$ cat src/pobb_pkg.sv
package pobb_pkg;

  // Line store geometry
  localparam int MAX_WIDTH = 128;
  localparam int ADDR_W    = $clog2(MAX_WIDTH);

  // Queue between front and back
  localparam int QDEPTH  = 4;
  localparam int QPTR_W  = $clog2(QDEPTH);
  localparam int QCNT_W  = $clog2(QDEPTH + 1);

  // Controller command bytes and masks
  localparam logic [7:0] CMD_PAGE   = 8'hB0;
  localparam logic [7:0] CMD_COL_HI = 8'h10;
  localparam logic [7:0] LO_MASK    = 8'h0F;
  localparam logic [7:0] HI_MASK    = 8'hF0;
  localparam int         BYTE_BITS  = 8;

  // Configuration register indexes
  localparam int CFG_IDX_W = 2;
  localparam logic [CFG_IDX_W-1:0] REG_COL_START    = 2'd0;
  localparam logic [CFG_IDX_W-1:0] REG_ROW_START    = 2'd1;
  localparam logic [CFG_IDX_W-1:0] REG_IMAGE_WIDTH  = 2'd2;
  localparam logic [CFG_IDX_W-1:0] REG_IMAGE_HEIGHT = 2'd3;

  typedef struct packed {
    logic [6:0] col_start;
    logic [5:0] row_start;
    logic [7:0] image_width;
    logic [6:0] image_height;
  } cfg_t;

  typedef struct packed {
    logic [7:0] source_byte;
    logic       source_present;
  } in_word_t;

  typedef struct packed {
    logic [7:0] out_byte;
    logic       is_command;
    logic       last_of_run;
    logic       image_done;
  } out_word_t;

  // One classified column: optional command preamble plus its data byte
  typedef struct packed {
    logic       cmd;
    logic [7:0] page_byte;
    logic [7:0] data;
    logic       done;
  } task_t;

endpackage

$ cat src/pobb_ram.sv
module pobb_ram #(
  parameter int WIDTH = 8,
  parameter int DEPTH = 128
) (
  input  logic                     clk,
  input  logic                     we,
  input  logic [$clog2(DEPTH)-1:0] waddr,
  input  logic [WIDTH-1:0]         wdata,
  input  logic                     re,
  input  logic [$clog2(DEPTH)-1:0] raddr,
  output logic [WIDTH-1:0]         rdata
);

  logic [WIDTH-1:0] mem [DEPTH];
  logic [WIDTH-1:0] rdata_r;

  // Write port and registered read port; read returns the old contents on a same-address write
  always_ff @(posedge clk) begin
    if (we) begin
      mem[waddr] <= wdata;
    end
    if (re) begin
      rdata_r <= mem[raddr];
    end
  end

  assign rdata = rdata_r;

endmodule

$ cat src/pobb_fifo.sv
module pobb_fifo (
  input  logic           clk,
  input  logic           rst_n,
  input  logic           push,
  input  pobb_pkg::task_t push_data,
  output logic           full,
  input  logic           pop,
  output pobb_pkg::task_t pop_data,
  output logic           empty
);
  import pobb_pkg::*;

  task_t              entry_r [QDEPTH];
  logic [QPTR_W-1:0]  wr_ptr_r, wr_ptr_nxt;
  logic [QPTR_W-1:0]  rd_ptr_r, rd_ptr_nxt;
  logic [QCNT_W-1:0]  count_r, count_nxt;
  logic               do_push, do_pop;

  assign full     = (count_r == QCNT_W'(QDEPTH));
  assign empty    = (count_r == '0);
  assign do_push  = push && !full;
  assign do_pop   = pop && !empty;
  assign pop_data = entry_r[rd_ptr_r];

  // Advance pointers and occupancy
  always_comb begin
    wr_ptr_nxt = wr_ptr_r + QPTR_W'(do_push);
    rd_ptr_nxt = rd_ptr_r + QPTR_W'(do_pop);
    count_nxt  = count_r + QCNT_W'(do_push) - QCNT_W'(do_pop);
  end

  always_ff @(posedge clk) begin
    if (!rst_n) begin
      wr_ptr_r <= '0;
      rd_ptr_r <= '0;
      count_r  <= '0;
    end else begin
      wr_ptr_r <= wr_ptr_nxt;
      rd_ptr_r <= rd_ptr_nxt;
      count_r  <= count_nxt;
    end
  end

  // Store the pushed word
  always_ff @(posedge clk) begin
    if (do_push) begin
      entry_r[wr_ptr_r] <= push_data;
    end
  end

`ifndef SYNTH
  a_no_overflow: assert property (@(posedge clk) disable iff (!rst_n)
    count_r <= QCNT_W'(QDEPTH))
    else $error("queue occupancy beyond depth");
`endif

endmodule

$ cat src/pobb_front.sv
module pobb_front (
  input  logic              clk,
  input  logic              rst_n,
  input  pobb_pkg::cfg_t    cfg,
  input  logic              in_push,
  output logic              in_full,
  input  pobb_pkg::in_word_t in_data,
  output logic              q_push,
  output pobb_pkg::task_t   q_data,
  input  logic              q_full
);
  import pobb_pkg::*;

  // Page walk state
  logic [7:0] page_r, page_nxt;
  logic [7:0] col_r, col_nxt;
  logic       first_r, first_nxt;

  // Stage waiting on the line store read
  logic       s1_valid_r, s1_valid_nxt;
  logic [7:0] s1_cur_r;
  logic [2:0] s1_off_r;
  logic       s1_use_prev_r;
  logic       s1_cmd_r;
  logic [7:0] s1_page_byte_r;
  logic       s1_done_r;

  logic       accept;
  logic [7:0] cur;
  logic [7:0] page_use;
  logic [7:0] next_col;
  logic [7:0] last_page;
  logic [7:0] row_page;
  logic       in_range;
  logic       done;
  logic [7:0] prev;
  logic [7:0] data;

  assign in_full = s1_valid_r && q_full;
  assign accept  = in_push && !in_full;
  assign q_push  = s1_valid_r && !q_full;

  // Classify the incoming column
  always_comb begin
    cur       = in_data.source_present ? in_data.source_byte : 8'h00;
    row_page  = {5'b0, cfg.row_start[5:3]};
    page_use  = (col_r == 8'd0 && first_r) ? row_page : page_r;
    next_col  = col_r + 8'd1;
    last_page = ({2'b0, cfg.row_start} + {1'b0, cfg.image_height}) >> 3;
    in_range  = ({1'b0, col_r} < 9'(MAX_WIDTH));
    done      = 1'b0;
    page_nxt  = page_use;
    col_nxt   = next_col;
    first_nxt = first_r;
    if (next_col == cfg.image_width) begin
      col_nxt = 8'd0;
      if (page_use >= last_page) begin
        done      = 1'b1;
        first_nxt = 1'b1;
        page_nxt  = row_page;
      end else begin
        first_nxt = 1'b0;
        page_nxt  = page_use + 8'd1;
      end
    end
  end

  // Keep the current page in the line store for the next page
  pobb_ram #(
    .WIDTH (BYTE_BITS),
    .DEPTH (MAX_WIDTH)
  ) u_line (
    .clk   (clk),
    .we    (accept && in_range),
    .waddr (col_r[ADDR_W-1:0]),
    .wdata (cur),
    .re    (accept),
    .raddr (col_r[ADDR_W-1:0]),
    .rdata (prev)
  );

  always_comb begin
    s1_valid_nxt = s1_valid_r;
    if (accept) begin
      s1_valid_nxt = 1'b1;
    end else if (q_push) begin
      s1_valid_nxt = 1'b0;
    end
  end

  always_ff @(posedge clk) begin
    if (!rst_n) begin
      page_r     <= '0;
      col_r      <= '0;
      first_r    <= 1'b1;
      s1_valid_r <= 1'b0;
    end else begin
      s1_valid_r <= s1_valid_nxt;
      if (accept) begin
        page_r  <= page_nxt;
        col_r   <= col_nxt;
        first_r <= first_nxt;
      end
    end
  end

  // Hold the classified column until the queue takes it
  always_ff @(posedge clk) begin
    if (accept) begin
      s1_cur_r       <= cur;
      s1_off_r       <= cfg.row_start[2:0];
      s1_use_prev_r  <= !first_r && in_range;
      s1_cmd_r       <= (col_r == 8'd0);
      s1_page_byte_r <= CMD_PAGE + page_use;
      s1_done_r      <= done;
    end
  end

  // Merge current byte with the previous page's spill
  always_comb begin
    data = s1_cur_r << s1_off_r;
    if (s1_off_r != 3'd0 && s1_use_prev_r) begin
      data = data | (prev >> (4'd8 - {1'b0, s1_off_r}));
    end
    q_data.cmd       = s1_cmd_r;
    q_data.page_byte = s1_page_byte_r;
    q_data.data      = data;
    q_data.done      = s1_done_r;
  end

`ifndef SYNTH
  a_stall_holds: assert property (@(posedge clk) disable iff (!rst_n)
    (s1_valid_r && q_full) |=> (s1_valid_r && $stable(s1_cur_r) && $stable(s1_done_r)))
    else $error("stalled column lost");
`endif

endmodule

$ cat src/pobb_back.sv
module pobb_back (
  input  logic               clk,
  input  logic               rst_n,
  input  pobb_pkg::cfg_t     cfg,
  input  logic               q_empty,
  input  pobb_pkg::task_t    q_data,
  output logic               q_pop,
  output logic               out_empty,
  input  logic               out_pop,
  output pobb_pkg::out_word_t out_data
);
  import pobb_pkg::*;

  localparam logic [1:0] STEP_PAGE = 2'd0;
  localparam logic [1:0] STEP_LO   = 2'd1;
  localparam logic [1:0] STEP_HI   = 2'd2;
  localparam logic [1:0] STEP_DATA = 2'd3;

  task_t      task_r;
  logic       busy_r, busy_nxt;
  logic [1:0] step_r, step_nxt;
  out_word_t  out_r;
  logic       ov_r, ov_nxt;

  logic       slot_free;
  logic       emit;
  logic       last_step;
  out_word_t  word;
  logic [7:0] col_ext;

  assign slot_free = !ov_r || out_pop;
  assign emit      = busy_r && slot_free;
  assign last_step = (step_r == STEP_DATA);
  assign q_pop     = !q_empty && (!busy_r || (emit && last_step));
  assign out_empty = !ov_r;
  assign out_data  = out_r;
  assign col_ext   = {1'b0, cfg.col_start};

  // Build the word for the current step
  always_comb begin
    word = '0;
    unique case (step_r)
      STEP_PAGE: begin
        word.out_byte   = task_r.page_byte;
        word.is_command = 1'b1;
      end
      STEP_LO: begin
        word.out_byte   = col_ext & LO_MASK;
        word.is_command = 1'b1;
      end
      STEP_HI: begin
        word.out_byte   = CMD_COL_HI | ((col_ext & HI_MASK) >> 4);
        word.is_command = 1'b1;
      end
      STEP_DATA: begin
        word.out_byte    = task_r.data;
        word.last_of_run = 1'b1;
        word.image_done  = task_r.done;
      end
      default: word = '0;
    endcase
  end

  // Advance the sequencer
  always_comb begin
    busy_nxt = busy_r;
    step_nxt = step_r;
    if (q_pop) begin
      busy_nxt = 1'b1;
      step_nxt = q_data.cmd ? STEP_PAGE : STEP_DATA;
    end else if (emit && last_step) begin
      busy_nxt = 1'b0;
    end else if (emit) begin
      step_nxt = step_r + 2'd1;
    end
    ov_nxt = ov_r;
    if (emit) begin
      ov_nxt = 1'b1;
    end else if (out_pop) begin
      ov_nxt = 1'b0;
    end
  end

  always_ff @(posedge clk) begin
    if (!rst_n) begin
      busy_r <= 1'b0;
      step_r <= STEP_DATA;
      ov_r   <= 1'b0;
    end else begin
      busy_r <= busy_nxt;
      step_r <= step_nxt;
      ov_r   <= ov_nxt;
    end
  end

  always_ff @(posedge clk) begin
    if (q_pop) begin
      task_r <= q_data;
    end
    if (emit) begin
      out_r <= word;
    end
  end

`ifndef SYNTH
  a_cmd_steps: assert property (@(posedge clk) disable iff (!rst_n)
    (busy_r && step_r != STEP_DATA) |-> task_r.cmd)
    else $error("command step on a column without preamble");
  a_last_word: assert property (@(posedge clk) disable iff (!rst_n)
    (emit && last_step) |=> (ov_r && out_r.last_of_run && !out_r.is_command))
    else $error("data word not marked last");
`endif

endmodule

$ cat src/page_oled_bitmap_blit.sv
// A column passes the front stage, queue, task and output registers. Throughput: one
// column per cycle in unless the queue is full; one word per cycle out while popped. A
// column that opens a page emits three commands plus data, others only their data. The
// output sequencer and the four-entry queue in front of it set the sustained rate.
// Reset: synchronous, active low; only control and config registers take defaults; the
// line store is not cleared and is valid only for columns written on the previous page.
module page_oled_bitmap_blit (
  input  logic                               clk,
  input  logic                               rst_n,
  input  logic                               in_push,
  output logic                               in_full,
  input  pobb_pkg::in_word_t                 in_data,
  output logic                               out_empty,
  input  logic                               out_pop,
  output pobb_pkg::out_word_t                out_data,
  input  logic                               cfg_we,
  input  logic [pobb_pkg::CFG_IDX_W-1:0]     cfg_idx,
  input  logic [7:0]                         cfg_wdata
);
  import pobb_pkg::*;

  cfg_t  cfg_r;
  logic  q_push, q_full, q_pop, q_empty;
  task_t q_in, q_out;

  // Write configuration registers
  always_ff @(posedge clk) begin
    if (!rst_n) begin
      cfg_r.col_start    <= 7'd0;
      cfg_r.row_start    <= 6'd0;
      cfg_r.image_width  <= 8'd128;
      cfg_r.image_height <= 7'd64;
    end else if (cfg_we) begin
      unique case (cfg_idx)
        REG_COL_START:    cfg_r.col_start    <= cfg_wdata[6:0];
        REG_ROW_START:    cfg_r.row_start    <= cfg_wdata[5:0];
        REG_IMAGE_WIDTH:  cfg_r.image_width  <= cfg_wdata;
        REG_IMAGE_HEIGHT: cfg_r.image_height <= cfg_wdata[6:0];
        default: ;
      endcase
    end
  end

  pobb_front u_front (
    .clk     (clk),
    .rst_n   (rst_n),
    .cfg     (cfg_r),
    .in_push (in_push),
    .in_full (in_full),
    .in_data (in_data),
    .q_push  (q_push),
    .q_data  (q_in),
    .q_full  (q_full)
  );

  pobb_fifo u_queue (
    .clk       (clk),
    .rst_n     (rst_n),
    .push      (q_push),
    .push_data (q_in),
    .full      (q_full),
    .pop       (q_pop),
    .pop_data  (q_out),
    .empty     (q_empty)
  );

  pobb_back u_back (
    .clk       (clk),
    .rst_n     (rst_n),
    .cfg       (cfg_r),
    .q_empty   (q_empty),
    .q_data    (q_out),
    .q_pop     (q_pop),
    .out_empty (out_empty),
    .out_pop   (out_pop),
    .out_data  (out_data)
  );

endmodule
$ cat config.mk
export PLATFORM = sky130hd
export DESIGN_NAME = page_oled_bitmap_blit
export DESIGN_NICKNAME = d
export VERILOG_FILES = /design/src/pobb_pkg.sv /design/src/pobb_ram.sv /design/src/pobb_fifo.sv /design/src/pobb_front.sv /design/src/pobb_back.sv /design/src/page_oled_bitmap_blit.sv
export SDC_FILE = /design/constraint.sdc
export NUM_CORES = 1
export LEC_CHECK = 0
export ABC_AREA = 1
export BUFFER_PORTS_ARGS = -buffer_cell sky130_fd_sc_hd__clkbuf_2
export CORE_ASPECT_RATIO = 0.5
export CORE_MARGIN = 1.5
export CORE_UTILIZATION = 27
export CTS_BUF_LIST = sky130_fd_sc_hd__clkbuf_4 sky130_fd_sc_hd__clkbuf_8
export CTS_CLUSTER_SIZE = 14
export DETAILED_ROUTE_END_ITERATION = 6
export GPL_TIMING_DRIVEN = 0
export PLACE_DENSITY = 0.52
export SETUP_SLACK_MARGIN = 0.2
export SKIP_LAST_GASP = 1
export SLEW_MARGIN = 5
export SYNTH_ARGS = -nofsm -noshare
export SYNTH_HDL_FRONTEND = slang
export SYNTH_SLANG_ARGS = --single-unit
$ cat constraint.sdc
create_clock -name clk -period 6.03 [get_ports clk]
set_clock_uncertainty 0.1 [all_clocks]
set_input_delay 0.603 -clock clk [delete_from_list [all_inputs] [get_ports clk]]
set_output_delay 0.603 -clock clk [all_outputs]
set_load 0.01 [all_outputs]
==> results.json, run 1 <==
{
  "power.density_mw_per_mm2": 348,
  "post-dp-hpwl_um": 114000,
  "core-area_sq_mm": 0.174,
  "areaGrowthSynthToFinish_pct": 15.2,
  "post-place-ws_ns": 1.20,
  "crit_type": "flip-flop to flip-flop",
  "syn_nets": 3751,
  "clkTransAtPathRegs_ns": 0.06,
  "arrival_ns": 5.45,
  "slew_violations": 20,
  "wl_per_cell_um": 27.8,
  "drt-total-wl_um": 179000,
  "worst_slew_pin_slew_ns": 1.50,
  "setup_viol": 0,
  "setup-tns-final_ns": 0,
  "async_reset_ff_share_pct": 0,
  "synthTopCellsByArea": "edfxtp_1 73%, nand2_1 8.5%, nor2_1 2.5%, dfxtp_1 2.4%, a22oi_1 1.9%",
  "drt_drc_violations_left": 0,
  "cts_tree": "yes",
  "insertion_delay_ns": 0.92,
  "placed_area_sq_mm": 0.0507,
  "outcome": "complete, but fails checks",
  "min_path_type": "primary input to flip-flop",
  "die_x_um": 595,
  "fin_area_sq_mm": 0.0545,
  "drt_first_iter_violations": 4882,
  "worstPathMaxFanout": 10,
  "clockBufferDepth": 3,
  "worstPathRequired_ns": 6.44,
  "cts_buffers": 186,
  "synth_edf_count": 1154,
  "synth_largest_area_cell": "edfxtp_1",
  "final_nets": 4008,
  "grt_pass1_wl_um": 242000,
  "routabilityCongestion": 0.929,
  "synth_flop_cell": "edfxtp_1",
  "cp-endpoint": "u_front.u_line.mem[43][3]",
  "rsz0062_at_grt": "false",
  "synth_area_sq_mm": 0.0473,
  "period_share_pct": 83.6,
  "synth.distinct_cells": 49,
  "hold_viol": 0,
  "syn_avg_cell_area_sq_um": 12.8,
  "leakage_nw": 18.8,
  "rrSetupSlack_ns": 0.99,
  "grt_use_total_pct": 19.6,
  "htreeDepth": 4,
  "endpoint_kind": "flip-flop",
  "ys_ff_latch": 1211,
  "fp-row-count": 108,
  "clockRootBuffer": "clkbuf_8",
  "irDropWorstVdd_mv": 0.179,
  "cts_resized": 0,
  "cap_violations": 2,
  "syn_inst": 3700,
  "min_period_ns": 5.04,
  "r2r_start": "u_front.col_r[2]",
  "ff2ff_path_depth": 8,
  "antenna_found_initial": 14,
  "vias_per_cell": 5.08,
  "violations": "max-capacitance violations, max-slew violations",
  "grt_start_max_net_pins": 88,
  "ant_nets": 0,
  "synth_warnings": 0,
  "die_area_sq_mm": 0.178,
  "drive_gt1_share_pct": 12.3,
  "via_count": 32674,
  "slew_headroom_pct": -0.121,
  "cts_sinks": 1211,
  "io_buffers": 35,
  "grt_overflow": 0,
  "fmax_mhz": 198,
  "cp-start-kind": "flip-flop",
  "startpoint": "u_front.col_r[2]",
  "io_pins": 37,
  "start_util_pct": 27.2,
  "reg2reg_to": "u_front.u_line.mem[43][3]",
  "die_h_um": 299,
  "dr.pass1.iters": 6,
  "grt_pass1_vias": 30410,
  "ys_seq_area_share_pct": 75.7,
  "synth_top_area_share_pct": 73.3,
  "setup_ws_ns": 0.987
}
## stage by stage
| step | hold slack, ns | total power [W] | util [%] | instances |
|---|---|---|---|---|
| floorplan | 0.326 | 0.0110 | - | 3700 |
| global placement | 0.357 | 0.0122 | 29.0 | 6045 |
| detailed placement | 0.368 | 0.0123 | 29.2 | 6063 |
| CTS | 0.000761 | 0.0189 | 31.4 | 6426 |
| global route | 0.128 | 0.0195 | 31.4 | 6427 |
| finish | 0.0910 | 0.0190 | 31.4 | 6428 |
## Yosys cell counts, drive strengths merged, types with 2 or more instances
| cell | number |
|---|---|
| o211ai | 7 |
| a21o | 3 |
| a21oi | 79 |
| a221oi | 2 |
| nor2 | 330 |
| o21bai | 2 |
| a22o | 3 |
| o221ai | 2 |
| clkinv | 4 |
| nand4 | 144 |
| dfxtp | 57 |
| o2111ai | 4 |
| a31oi | 4 |
| and2 | 2 |
| inv | 166 |
| clkbuf | 62 |
| buf | 89 |
| edfxtp | 1154 |
| nand3 | 123 |
| o2bb2ai | 3 |
| xnor2 | 7 |
| nand2 | 1079 |
| ha | 26 |
| a22oi | 120 |
| xor2 | 3 |
| nor3 | 11 |
| o22ai | 20 |
| nand3b | 2 |
| o21ai | 187 |
## power by group
group          internal, W  total (W)  switching [W]
clock network      0.00344    0.00680        0.00336
registers          0.00954    0.00965       0.000111
logic             0.000578    0.00252        0.00194
## layer usage
layer / vias to the layer above / wire [um] / global-route usage, %
met3: 460 / 21600 / 5.53
li1: 13757 / - / -
met1: 16296 / 69300 / 25.3
met2: 2151 / 78600 / 30.2
met5: - / 61 / 0.0523
met4: 10 / 9170 / 9.73
## cell type report
type                       instances  area, sq um
antenna                            2         5.00
buffer                           151          749
clock buffer                     250         3050
clock inverter                    97          542
fill                           17278       119000
inverter                         170          661
multi-input combinational       2168        10200
sequential                      1211        35800
tap                             2310         2890
timing repair buffer              69          646
## critical path, cell delays in order (launching register included)
cell	delay, ns
dfxtp_1	0.37
inv_2	0.36
nand3_4	0.39
inv_2	0.19
buf_2	0.62
buf_2	0.66
nand2_1	0.56
buf_2	0.50
nor2_1	0.83
## cells in the final DEF, fill, tap and decap left out, drive strengths merged, types with 3 or more instances in the layout
cell,Yosys,layout
a21o,3,3
a21oi,79,79
a22o,3,3
a22oi,120,120
a31oi,4,4
buf,89,107
bufinv,0,3
clkbuf,62,347
clkinv,4,87
dfxtp,57,57
dlygate4sd3,0,16
edfxtp,1154,1154
ha,26,26
inv,166,175
nand2,1079,1079
nand3,123,123
nand4,144,144
nor2,330,330
nor3,11,11
o2111ai,4,4
o211ai,7,7
o21ai,187,187
o22ai,20,20
o2bb2ai,3,3
xnor2,7,7
xor2,3,3
## cells by family after synthesis
| logic type | Yosys count | share of synthesized area [%] |
|---|---|---|
| DFF | 1211 | 75.7 |
| muxes | 1 | 0.0212 |
| adders and majority gates | 27 | 0.730 |
| buffers and inverters | 321 | 2.88 |
| xor gates and xnor gates | 10 | 0.185 |
| AOI/OAI and AO/OA | 438 | 5.57 |
| and+or+nand+nor | 1692 | 14.9 |
## state kept, by name (all words and copies together) (netlist names), 8 cells and up
signal,flops
u_front.u_line.mem,1024
u_queue.entry_r,72
cfg_r,28
u_back.task_r,17
u_back.out_data,11
u_front.col_r,8
u_front.page_r,8
u_front.s1_cur_r,8
u_front.s1_page_byte_r,8
u_front.u_line.rdata,8
## worst min path at each step
stage                                  from             endpoint  depth (start not counted)
after floorplan                   cfg_r[15]  u_front.s1_off_r[0]                          0
after global placement    u_front.page_r[3]    u_front.page_r[3]                          2
after detailed placement      u_back.busy_r          u_back.ov_r                          2
after CTS                            cfg_we            cfg_r[18]                          5
after global routing                 cfg_we            cfg_r[16]                          5
final                                cfg_we            cfg_r[18]                          5
## timing repair
action | 4_1_cts | 5_1_grt
buffers inserted | 0 | 0
hold endpoints to repair | 30 | 0
hold buffers | 16 | 0
endpoints found under the setup margin | 0 | 0
(Power assumes the default switching activity.)
==> inputs of run 2 (changes only) <==
Settings changed: PLACE_DENSITY 0.52 to 0.53.
Clock period 6.03 ns to 4.2 ns, I/O delays scaled along.
==> run 2 against run 1 <==
The flow finishes with violations (design-rule violations, max-capacitance violations, max-slew violations, negative setup slack). First-iteration DRC count increased by 7.2%. Routed wire length increased by 0.15%. Clock-buffer cell count increased by 22. Combinational power increased by 46%. Largest power group unchanged.
==> results.json, run 2 (synthesis gave the netlist of run 1 again) <==
{
  "outcome": "complete, but fails checks",
  "violations": "design-rule violations, max-capacitance violations, max-slew violations, negative setup slack",
  "critPathMaxStageDelay_ns": 0.79,
  "setup_viol": 29,
  "io_buffers": 35,
  "fp-row-count": 108,
  "drt_first_iter_violations": 5232,
  "die_area_sq_mm": 0.178,
  "arrival_ns": 4.85,
  "leakage_nw": 19.1,
  "ant_nets": 0,
  "endpoint_kind": "flip-flop",
  "io_pins": 37,
  "grt_use_met1_pct": 25.4,
  "mostFrequentLayoutCell": "edfxtp_1",
  "grt_overflow": 0,
  "setup_ws_ns": -0.122,
  "cp_cell_sequence": "inv_2, nand3_2, inv_2, clkbuf_2, nand2_1, nand4_1, o21ai_0, nand2_1, nor2_1, nand2_1, nor2_1, nand2_1",
  "cp-start-kind": "flip-flop",
  "areaGrowthSynthToFinish_pct": 17.1,
  "multi_input_area_sq_mm": 0.0106,
  "critPathTopFamily": "simple AND/OR/NAND/NOR gates",
  "wl_per_cell_um": 27.7,
  "seqCellArea_sq_mm": 0.0358,
  "layout_common_cells": "1154 x edfxtp_1, 1065 x nand2_1, 235 x nor2_1, 194 x clkbuf_8, 174 x o21ai_0",
  "fin_cells": 6456,
  "cts_sinks": 1211,
  "period_share_pct": 103,
  "grt_pass1_vias": 30767,
  "start_util_pct": 27.2,
  "worstPathRequired_ns": 4.73,
  "die_h_um": 299,
  "via_count": 32953,
  "largest_registers": "u_front.u_line.mem: 1024 flops, u_queue.entry_r: 72 flops, cfg_r: 28 flops",
  "fillers": 17246,
  "hold_viol": 0,
  "dpl.cell_count": 6062,
  "min_period_ns": 4.32,
  "grt_pass1_wl_um": 242000,
  "grt_start_max_net_pins": 86,
  "fmax_mhz": 231,
  "post-dp-hpwl_um": 113000,
  "drt_drc_violations_left": 1,
  "cts_buffers": 190,
  "drive_gt1_share_pct": 15.4,
  "irDropWorstVdd_mv": 0.322,
  "critPathMostFrequentCell": "nand2_1",
  "crit_type": "flip-flop to flip-flop",
  "grtUsageMet2_pct": 30.3,
  "busiest_layer": "met2",
  "antenna_found_initial": 13,
  "drt-total-wl_um": 179000,
  "min_path_type": "primary input to flip-flop",
  "placed_area_sq_mm": 0.0507,
  "worst_slew_pin_slew_ns": 1.61,
  "regMostFlops": "u_front.u_line.mem",
  "power.density_mw_per_mm2": 501,
  "clockBufferDepth": 3,
  "die_x_um": 595,
  "rsz0062_at_grt": "true",
  "slew_headroom_pct": -7.26,
  "vias_per_cell": 5.10,
  "grtUsageMet3_pct": 5.31,
  "cp_num_buf_inv": 3,
  "cp_slowest_cell": "o21ai_0",
  "clockRootBuffer": "clkbuf_8",
  "fin_area_sq_mm": 0.0554,
  "clkTransAtPathRegs_ns": 0.06,
  "routabilityCongestion": 0.937,
  "rrSetupSlack_ns": -0.12,
  "slew_violations": 22,
  "htreeDepth": 4,
  "cap_violations": 3,
  "insertion_delay_ns": 0.94,
  "final_nets": 4036,
  "dr.pass1.iters": 7,
  "core-area_sq_mm": 0.174,
  "grt_use_total_pct": 19.6,
  "worstPathMaxFanout": 10,
  "largest_reg_flops": 1024,
  "cts_tree": "yes"
}
==> run 2: final cells by class <==
type / count / share of cell area (%)
flip-flops and latches: 1211 / 64.6
multi-input cells: 2168 / 19.1
clock buffers: 272 / 5.88
well taps: 2310 / 5.22
repair buffers: 93 / 1.56
plain buffers: 151 / 1.41
inverters: 170 / 1.20
clock inverters: 73 / 0.969
diodes: 8 / 0.0362
==> run 2: worst paths after layout <==
check	startpoint	cells after the start	endpoint
hold / removal	in_data[1]	3	u_front.u_line.mem[83][0]
hold reg to reg	cfg_r[8]	2	cfg_r[8]
setup / recovery	u_front.col_r[2]	12	u_front.u_line.rdata[1]
setup reg to reg	u_front.col_r[2]	12	u_front.u_line.rdata[1]
==> run 2: metrics by stage <==
step	setup WS [ns]	util (%)	TNS [ns]	hold WS, ns	power [W]
6_report	-0.122	31.9	-0.721	0.0785	0.0277
5_1_grt	0.0725	31.9	0	0.125	0.0284
4_1_cts	-0.0425	31.8	-1.14	0.0617	0.0276
3_5_place_dp	-0.566	29.2	-145.14	0.363	0.0176
3_3_place_gp	-0.816	29.0	-684.48	0.360	0.0175
2_1_floorplan	1.24	-	0	0.326	0.0159
==> run 2: worst min-delay path, cell delays in order <==
cell and delay (ns):
clkbuf_2 0.08, nand2_1 0.17, inv_6 0.15
==> run 2: where the power goes <==
part / total, W / leakage, nW / internal (W) / switching (W)
Combinational: 0.00368 / 6.04 / 0.000845 / 0.00284
Sequential: 0.0139 / 11.0 / 0.0137 / 0.000162
Clock: 0.0102 / 2.02 / 0.00532 / 0.00488
Total: 0.0277 / 19.1 / 0.0199 / 0.00788
==> run 2: routing by layer <==
layer	vias to the layer above	wire, um	share of wire (%)
li1	13808	-	-
met1	16414	68500	38
met2	2269	79300	44
met3	456	22300	12
met4	6	8880	5.0
met5	-	44	0.025
==> run 2: repair_timing <==
action / in CTS / in global routing
pin swaps: 10 / 2
resized for setup: 107 / 38
setup buffers: 15 / 1
endpoints found under the hold margin: 37 / 0
setup endpoints to repair: 808 / 360
hold buffers: 25 / 0
